[src/rtl/ipv4hc_pkg.sv]
// Shared definitions for the IPv4 header receive check.
// Holds the verdict codes, the field widths and the fixed comparison values.
// Depends on nothing; the top level refers to it by scoped names.
`default_nettype none

package ipv4hc_pkg;

  localparam int unsigned ByteW  = 8;
  localparam int unsigned LenW   = 16;
  localparam int unsigned AddrW  = 32;
  localparam int unsigned SumW   = 16;
  localparam int unsigned NibW   = 4;

  localparam logic [AddrW-1:0] BroadcastAddr = 32'hffff_ffff;
  localparam logic [SumW-1:0]  SumAllOnes    = 16'hffff;
  localparam logic [LenW-1:0]  LenMax        = 16'hffff;
  localparam logic [NibW-1:0]  VersionIpv4   = 4'd4;
  localparam logic [NibW-1:0]  MinHeaderWords = 4'd5;

  // Byte positions of the header fields that are captured.
  localparam logic [LenW-1:0] PosFirst    = 16'd0;
  localparam logic [LenW-1:0] PosTtl      = 16'd8;
  localparam logic [LenW-1:0] PosDestFirst = 16'd16;
  localparam logic [LenW-1:0] PosDestLast  = 16'd19;

  typedef enum logic [2:0] {
    VERDICT_ACCEPT    = 3'd0,
    VERDICT_VERSION   = 3'd1,
    VERDICT_HDR_LEN   = 3'd2,
    VERDICT_TTL       = 3'd3,
    VERDICT_DEST      = 3'd4,
    VERDICT_CHECKSUM  = 3'd5,
    VERDICT_TRUNCATED = 3'd6
  } verdict_t;

  typedef struct packed {
    verdict_t          verdict;
    logic [LenW-1:0]   packet_length;
  } result_t;

endpackage : ipv4hc_pkg

`default_nettype wire

[src/rtl/ipv4_header_receive_check.sv]
// Top level of the IPv4 header receive check: header field capture,
// ones' complement header sum, verdict logic and the result output stage.
// Depends on ipv4hc_pkg for widths, verdict codes and fixed values.
`default_nettype none

// Packet bytes enter one per cycle while in_stall is low, in network order.
// Each byte updates the header state in the cycle it is accepted; the final
// byte of a packet produces one transaction on the result channel, carrying
// the verdict and the byte count, through the result register. The result
// register is backed by a one-entry skid register, so in_stall rises only when
// both hold an unread result, and it comes straight from a flip-flop. The
// local address may be written at any time through the cfg port, which never
// stalls; it is compared only when a packet's final byte arrives.
module ipv4_header_receive_check (
  input  wire logic        clk,
  input  wire logic        rst_n,

  input  wire logic        in_valid,
  output logic             in_stall,
  input  wire logic [7:0]  in_data_byte,
  input  wire logic        in_last_byte,

  output logic             out_valid,
  input  wire logic        out_stall,
  output logic [2:0]       out_verdict,
  output logic [15:0]      out_packet_length,

  input  wire logic        cfg_valid,
  output logic             cfg_ready,
  input  wire logic [31:0] cfg_local_address
);

  localparam int unsigned LenW  = ipv4hc_pkg::LenW;
  localparam int unsigned AddrW = ipv4hc_pkg::AddrW;
  localparam int unsigned SumW  = ipv4hc_pkg::SumW;
  localparam int unsigned NibW  = ipv4hc_pkg::NibW;
  localparam int unsigned ByteW = ipv4hc_pkg::ByteW;

  // Configuration.
  logic [AddrW-1:0] local_addr_r;

  // Per-packet state.
  logic [LenW-1:0]  byte_pos_r,     byte_pos_nxt;
  logic [NibW-1:0]  version_r,      version_nxt;
  logic [NibW-1:0]  hdr_words_r,    hdr_words_nxt;
  logic             ttl_zero_r,     ttl_zero_nxt;
  logic [AddrW-1:0] dest_r,         dest_nxt;
  logic [ByteW-1:0] pend_high_r,    pend_high_nxt;
  logic [SumW-1:0]  sum_r,          sum_nxt;

  // Output stage.
  logic                 out_valid_r;
  ipv4hc_pkg::result_t  out_res_r;
  logic                 skid_valid_r;
  ipv4hc_pkg::result_t  skid_res_r;

  logic                 in_acc;
  logic                 res_valid;
  ipv4hc_pkg::result_t  res;
  logic [NibW+1:0]      hdr_bytes;
  logic                 in_header;
  logic [SumW:0]        sum_wide;
  logic [SumW-1:0]      sum_folded;
  logic [LenW-1:0]      pos_inc;

  assign in_stall  = skid_valid_r;
  assign in_acc    = in_valid && !in_stall;
  assign res_valid = in_acc && in_last_byte;
  assign cfg_ready = 1'b1;

  always_ff @(posedge clk) begin
    if (!rst_n) begin
      local_addr_r <= '0;
    end else if (cfg_valid && cfg_ready) begin
      local_addr_r <= cfg_local_address;
    end
  end

  // Header capture and checksum for the byte being accepted.
  always_comb begin
    version_nxt   = version_r;
    hdr_words_nxt = hdr_words_r;
    ttl_zero_nxt  = ttl_zero_r;
    dest_nxt      = dest_r;
    pend_high_nxt = pend_high_r;
    sum_nxt       = sum_r;

    if (byte_pos_r == ipv4hc_pkg::PosFirst) begin
      version_nxt   = in_data_byte[7:4];
      hdr_words_nxt = in_data_byte[3:0];
    end
    if (byte_pos_r == ipv4hc_pkg::PosTtl) begin
      ttl_zero_nxt = (in_data_byte == '0);
    end
    if (byte_pos_r >= ipv4hc_pkg::PosDestFirst && byte_pos_r <= ipv4hc_pkg::PosDestLast) begin
      dest_nxt = {dest_r[AddrW-ByteW-1:0], in_data_byte};
    end

    // The header length counts 32-bit words; the sum covers that many bytes.
    hdr_bytes  = {hdr_words_nxt, 2'b00};
    in_header  = byte_pos_r < LenW'(hdr_bytes);
    sum_wide   = {1'b0, sum_r} + {1'b0, pend_high_r, in_data_byte};
    sum_folded = sum_wide[SumW-1:0] + SumW'(sum_wide[SumW]);
    if (in_header) begin
      if (!byte_pos_r[0]) begin
        pend_high_nxt = in_data_byte;
      end else begin
        sum_nxt = sum_folded;
      end
    end

    pos_inc = (byte_pos_r == ipv4hc_pkg::LenMax) ? byte_pos_r : byte_pos_r + LenW'(1);
    byte_pos_nxt = pos_inc;

    res.packet_length = pos_inc;
    if (version_nxt != ipv4hc_pkg::VersionIpv4) begin
      res.verdict = ipv4hc_pkg::VERDICT_VERSION;
    end else if (hdr_words_nxt < ipv4hc_pkg::MinHeaderWords) begin
      res.verdict = ipv4hc_pkg::VERDICT_HDR_LEN;
    end else if (pos_inc < LenW'(hdr_bytes)) begin
      res.verdict = ipv4hc_pkg::VERDICT_TRUNCATED;
    end else if (ttl_zero_nxt) begin
      res.verdict = ipv4hc_pkg::VERDICT_TTL;
    end else if (dest_nxt != local_addr_r && dest_nxt != ipv4hc_pkg::BroadcastAddr) begin
      res.verdict = ipv4hc_pkg::VERDICT_DEST;
    end else if (sum_nxt != ipv4hc_pkg::SumAllOnes) begin
      res.verdict = ipv4hc_pkg::VERDICT_CHECKSUM;
    end else begin
      res.verdict = ipv4hc_pkg::VERDICT_ACCEPT;
    end
  end

  always_ff @(posedge clk) begin
    if (!rst_n) begin
      byte_pos_r  <= '0;
      version_r   <= '0;
      hdr_words_r <= '0;
      ttl_zero_r  <= 1'b0;
      dest_r      <= '0;
      pend_high_r <= '0;
      sum_r       <= '0;
    end else if (in_acc) begin
      if (in_last_byte) begin
        // The packet ends here; start the next one from a clean state.
        byte_pos_r  <= '0;
        version_r   <= '0;
        hdr_words_r <= '0;
        ttl_zero_r  <= 1'b0;
        dest_r      <= '0;
        pend_high_r <= '0;
        sum_r       <= '0;
      end else begin
        byte_pos_r  <= byte_pos_nxt;
        version_r   <= version_nxt;
        hdr_words_r <= hdr_words_nxt;
        ttl_zero_r  <= ttl_zero_nxt;
        dest_r      <= dest_nxt;
        pend_high_r <= pend_high_nxt;
        sum_r       <= sum_nxt;
      end
    end
  end

  // Result register with a one-entry skid register behind it.
  always_ff @(posedge clk) begin
    if (!rst_n) begin
      out_valid_r  <= 1'b0;
      skid_valid_r <= 1'b0;
    end else if (skid_valid_r) begin
      if (!out_stall) begin
        skid_valid_r <= 1'b0;
      end
    end else if (res_valid) begin
      if (out_valid_r && out_stall) begin
        skid_valid_r <= 1'b1;
      end else begin
        out_valid_r <= 1'b1;
      end
    end else if (!out_stall) begin
      out_valid_r <= 1'b0;
    end
  end

  always_ff @(posedge clk) begin
    if (skid_valid_r) begin
      if (!out_stall) begin
        out_res_r <= skid_res_r;
      end
    end else if (res_valid) begin
      if (out_valid_r && out_stall) begin
        skid_res_r <= res;
      end else begin
        out_res_r <= res;
      end
    end
  end

  assign out_valid         = out_valid_r;
  assign out_verdict       = out_res_r.verdict;
  assign out_packet_length = out_res_r.packet_length;

endmodule : ipv4_header_receive_check

`default_nettype wire
[config.mk]
export PLATFORM = sky130hd
export DESIGN_NAME = ipv4_header_receive_check
export DESIGN_NICKNAME = d
export VERILOG_FILES = /design/src/rtl/ipv4hc_pkg.sv /design/src/rtl/ipv4_header_receive_check.sv
export SDC_FILE = /design/constraint.sdc
export NUM_CORES = 1
export LEC_CHECK = 0
export BUFFER_PORTS_ARGS = -buffer_cell sky130_fd_sc_hd__buf_2
export CAP_MARGIN = 20
export CORE_UTILIZATION = 45
export CTS_BUF_LIST = sky130_fd_sc_hd__clkbuf_4 sky130_fd_sc_hd__clkbuf_8
export DETAILED_ROUTE_END_ITERATION = 6
export GPL_ROUTABILITY_DRIVEN = 0
export GPL_TIMING_DRIVEN = 0
export HOLD_SLACK_MARGIN = 0.03
export SLEW_MARGIN = 20
export SYNTH_ARGS = -nofsm -noshare
export SYNTH_HDL_FRONTEND = slang
export SYNTH_SLANG_ARGS = --single-unit
[constraint.sdc]
create_clock -name clk -period 4.9 [get_ports clk]
set_clock_uncertainty 0.05 [all_clocks]
set_input_delay 0.49 -clock clk [delete_from_list [all_inputs] [get_ports clk]]
set_output_delay 0.49 -clock clk [all_outputs]
set_load 0.02 [all_outputs]
### Word-level counts from Yosys, hierarchy flattened

Index checks and enable logic that the tools add are counted.

* register bits after elaboration: 153
* bits in latches: 0
* memory bits (writable): 0
* memory bits (read-only): 0
* bits of input ports: 46
* output and inout port bits: 22
* logic and storage cells: 81
* memories kept: 0

* add/sub/neg operators: 3
* multipliers: 0
* div/mod/pow operators: 0
* $lt $le $gt $ge: 5
* eq/ne operators: 11
* shift operators: 0
* mux-type cells: 33
* bitwise gates (word level): 1
* reductions and logical operators: 14

Operators with widths (count)
* 2-to-1 mux 16 bit: 5
* 2-to-1 mux 19 bit: 4
* 2-to-1 mux 32 bit: 2
* less-than comparator 16 x 6 -> 1 bit: 2
* != test 32 bit: 1
* != test 32 bit, second input constant: 1
* 2-to-1 mux 8 bit: 3
* 2-to-1 mux 3 bit: 6
* adder 16 x 16 -> 17 bit: 1
* adder 16 x 1 -> 16 bit: 1
* adder 16 x 1 -> 16 bit, second input constant: 1
* equality test 16 bit, second input constant: 1
* equality test 16 x 4 -> 1 bit, second input constant: 1
* greater-or-equal comparator 16 x 5 -> 1 bit, second input constant: 1
* <= comparator 16 x 5 -> 1 bit, second input constant: 1
* zero test 16 bit: 1
* 2-to-1 mux 4 bit: 4
* != test 16 bit, second input constant: 1
* AND reduction 3 bit: 4
* 2-to-1 mux 1 bit: 9
* zero test 8 bit: 1
* != test 2 bit, second input constant: 4
* logical AND 1 bit: 5
* less-than comparator 4 x 3 -> 1 bit, second input constant: 1
* 5 further kinds: 6

### Logic depth before layout (Yosys ltp)

* depth after elaboration: 14
* depth in mapped cells: 24
* gate-level depth less buffers: 23

### Worst setup path before layout

Ideal clock, no wire load.

* path kind: input port to flip-flop
* from: in in_data_byte[0]
* to: reg out_res_r, in the netlist out_verdict[0], data pin
* library setup time: 260 ps
* data arrival time: 4846 ps
* slack: -256 ps
* stages on the path: 24
* cells stage by stage: ha_1 inv_1 fa_1 nand2b_1 a21boi_2 o21ai_0 a21oi_1 o21a_1 o21ai_0 a21oi_1 or2_2 ha_1 nor2b_1 o2111ai_1 a2111oi_1 and3_1 buf_2 o31a_1 and4b_1 xor2_1 a221oi_1 nand4_1 a221o_1 mux2_2

RTL lines
* from (decl): line ipv4_header_receive_check.sv:20 `input wire logic [7:0] in_data_byte,`
* to (signal assigned): line ipv4_header_receive_check.sv:187 `out_res_r <= skid_res_r;`
* to (signal assigned): line ipv4_header_receive_check.sv:193 `out_res_r <= res;`
* to (decl): line ipv4_header_receive_check.sv:53 `ipv4hc_pkg::result_t out_res_r;`

==> results.yml <==
clock_tree:
  cts_tree: "yes"
  cts.clk_slew.worst_paths_ns: 0.09
  cts-root-buf: "clkbuf_8"
  htree_levels: 4
  holdBufCountCts: 0
  clock_sinks: 153
  clock_path_buffers: 2
  cts_buffers: 17
  clk_latency_ns: 0.46
die:
  pin_count: 68
  chipHeight_um: 143.4
  start_util_pct: 46.10
  coreArea_sq_mm: 0.01953
  die_w_um: 143.4
  dieArea_sq_mm: 0.02057
  row_count: 51
drt:
  via_per_inst: 5.579
  drt_first_iter_violations: 422
  vias: 7336
  wirelength_um: 22990
  drt_pass1_iterations: 5
  avgRoutedWirePerCell_um: 17.49
  route.detailed.drc: 0
  final_antenna_net_count: 0
layout:
  multi_input_area_sq_mm: 0.005358
  area_growth_pct: 15.54
  ff_latch_area_sq_mm: 0.003450
  drive_gt1_share_pct: 20.95
  final_nets: 1110
  design_area_sq_mm: 0.01040
  diodes: 0
  nFillCells: 1869
placed_design:
  pre_cts_ws_ns: -1.339
  port_buffers: 64
  post_dp_cell_area_sq_mm: 0.009703
  dp_hpwl_um: 17400
timing:
  maxSlewHeadroom_pct: 34.58
  finalHoldViolations: 0
  finalCritPeriodShare_pct: 102.8
  fin_crit_ns: 5.036
  tns_ns: -0.1360
  rsz0062_at_grt: "true"
  fin_hold_ws_ns: 0.2256
  max_freq_mhz: 198.6
  fin_ws_ns: -0.1360
  finalSetupViolCount: 1
  slew_violations: 0
  tightest_slew_ns: 0.9739
power:
  p_per_area_mw_per_mm2: 255.3
  p_leak_uw: 0.004080
  peakVddDrop_uv: 158.6
synthesis:
  netlist_top_cells_area: "dfxtp_1 (26%), edfxtp_1 (13%), nor2b_1 (7.6%)"
  synth_cells: 938
  avgSynthCellArea_sq_um: 9.596
  yosysSeqAreaShare_pct: 38.25
  ys_types: 87
  yosysTopAreaCell: "dfxtp_1"
  synth-main-ff-cell: "dfxtp_1"
  syn_nets: 1011
  synth-seq-cells: 153
  yosysTopAreaCellShare_pct: 25.58
  synth-async-reset-ratio_pct: 0
  synth-edff-count: 38
  yosys_warnings: 0
  yosysMostFrequentCell: "dfxtp_1"
  netlist_area_sq_mm: 0.009001
  synthTopCellsByCount: "dfxtp_1 (115), nor2b_1 (109), a22oi_1 (68)"
worst_setup_path:
  worst_setup_path_start_kind: "register"
  timing.rr.start: "sum_r[0]"
  crit_path_max_incr_delay_ns: 0.37
  slowest_stage: "a221o_1"
  r2r_cells: 24
  critPathLaunch: "sum_r[0]"
  criticalPathCategory: "register to register"
  ff2ff_setup_slack_ns: -0.14
  rr_endpoint: "out_verdict[0]"
  cp_max_fo: 4
  cp.arrival_ns: 5.20
  worst-path-buf-inv: 2
  crit_chain: "ha_4, inv_2, fa_2, nand2b_4, a21boi_4, o21ai_4, a21oi_2, o21a_1, o21ai_2, a21oi_2, or2_4, ha_4, nor2b_4, o2111ai_2, a2111oi_4, and3_1, buf_6, o31a_1, and4b_1, xor2_2, a221oi_2, nand4_1, a221o_1, mux2_4"
  timing.critical_path.to: "out_verdict[0]"
  end_kind: "register"
  required_ns: 5.07
  crit_family: "compound AO/OA/AOI/OAI gates"
  crit_cells: 24
global_route:
  grt-ovfl-total: 0
  grt_usage_pct: 23.08
  grt_pass1_vias: 6751
  antenna_found_initial: 0
  grt_pass1_wl_um: 36430
  grt_max_degree: 17
job:
  maxCapViolations: 0
worst_hold_path:
  min_path_type: "primary input to register"
run_status:
  status: "complete, but fails checks"
  violations: "setup timing"
[placed cells by master (no fill, tap or decap), types with 9 or more instances in the layout]
master and n:
nor2b_1 108, a21oi_1 25, nor4_1 9, buf_4 19, o21ai_0 27, mux2_2 19, inv_1 16, and2_1 12
nor3_1 15, mux2i_1 63, nor2_1 35, clkbuf_1 30, xor2_1 39, buf_6 10, ha_1 22, o21a_1 10
nand4_1 26, a22oi_1 68, nand3_1 22, edfxtp_1 38, buf_2 73, xnor2_1 20, nand2_1 38, clkbuf_8 17
dfxtp_1 112
[timing repair]
action / in CTS / in global routing
endpoints found under the setup margin: 6 / 4
resized for setup: 33 / 9
buffers inserted: 11 / 3
pin swaps: 16 / 13
endpoints found under the hold margin: 0 / 0
[routing by layer]
layer	up-vias	global-route usage, %	routed length, um
li1	3631	-	-
met4	0	7.727	531
met1	3503	33.10	11450
met2	170	34.26	10000
met3	32	4.665	1008
met5	-	0	0
[power breakdown]
| part | leakage (uW) | internal, uW | total, uW | switching, uW |
|---|---|---|---|---|
| Combinational | 0.00259 | 119 | 292 | 173 |
| Sequential | 0.00127 | 1320 | 1340 | 21.7 |
| Clock | 0.000212 | 521 | 1020 | 499 |
[final cells by class]
| class | count | area share, % |
|---|---|---|
| Multi-Input combinational cell | 709 | 51.52 |
| Sequential cell | 153 | 33.17 |
| Timing Repair Buffer | 80 | 4.343 |
| Tap cell | 265 | 3.188 |
| Buffer | 59 | 3.152 |
| Clock buffer | 19 | 2.394 |
| Clock inverter | 13 | 1.624 |
| Inverter | 17 | 0.6136 |
[through the flow]
stage,utilization (%),std cells,power [uW]
final,53.26,1315,2656
after global routing,53.26,1315,2765
after CTS,52.95,1312,2677
after detailed placement,49.69,1269,1655
after global placement,49.53,1267,1651
after floorplan,-,938,1559
[cell families (layout without fill, tap and decap cells)]
group	Yosys count	count (layout)	share of synthesized area [%]
multiplexers	85	85	9.828
adder cells (fa/ha/maj)	27	27	3.837
buffers and inverters	76	188	4.212
AND/OR/NAND/NOR	338	338	22.42
AO/OA/AOI/OAI	197	197	15.39
XOR/XNOR	61	61	6.019
other	1	1	0.04166
flip-flops	153	153	38.25
[worst min-delay path by stage]
stage / from / to / depth (start not counted)
finish: cfg_local_address[25] / local_addr_r[25] / 3
CTS: cfg_local_address[1] / local_addr_r[1] / 3
global route: cfg_local_address[25] / local_addr_r[25] / 3
detailed placement: ttl_zero_r / ttl_zero_r / 2
global placement: sum_r[3] / sum_r[3] / 2
floorplan: sum_r[14] / sum_r[14] / 2
[worst reg2reg max path: cells and delay by family, from the launching register on]
| kind | cells | cell delay (ns) |
|---|---|---|
| buffers and inverters | 2 | 0.15 |
| AND/OR/NAND/NOR | 6 | 1.15 |
| XOR/XNOR | 1 | 0.11 |
| adder cells (fa/ha/maj) | 3 | 0.62 |
| flip-flops | 1 | 0.36 |
| AO/OA/AOI/OAI | 11 | 2.08 |
| multiplexers | 1 | 0.27 |
[state kept, by name (all words and copies together), names as in the netlist]
signal,cells
ttl_zero_r,1
byte_pos_r,16
hdr_words_r,4
local_addr_r,32
sum_r,16
pend_high_r,8
skid_res_r,19
dest_r,32
in_stall,1
out_verdict,3
out_packet_length,16
out_valid,1
version_r,4
(Power assumes the default switching activity.)
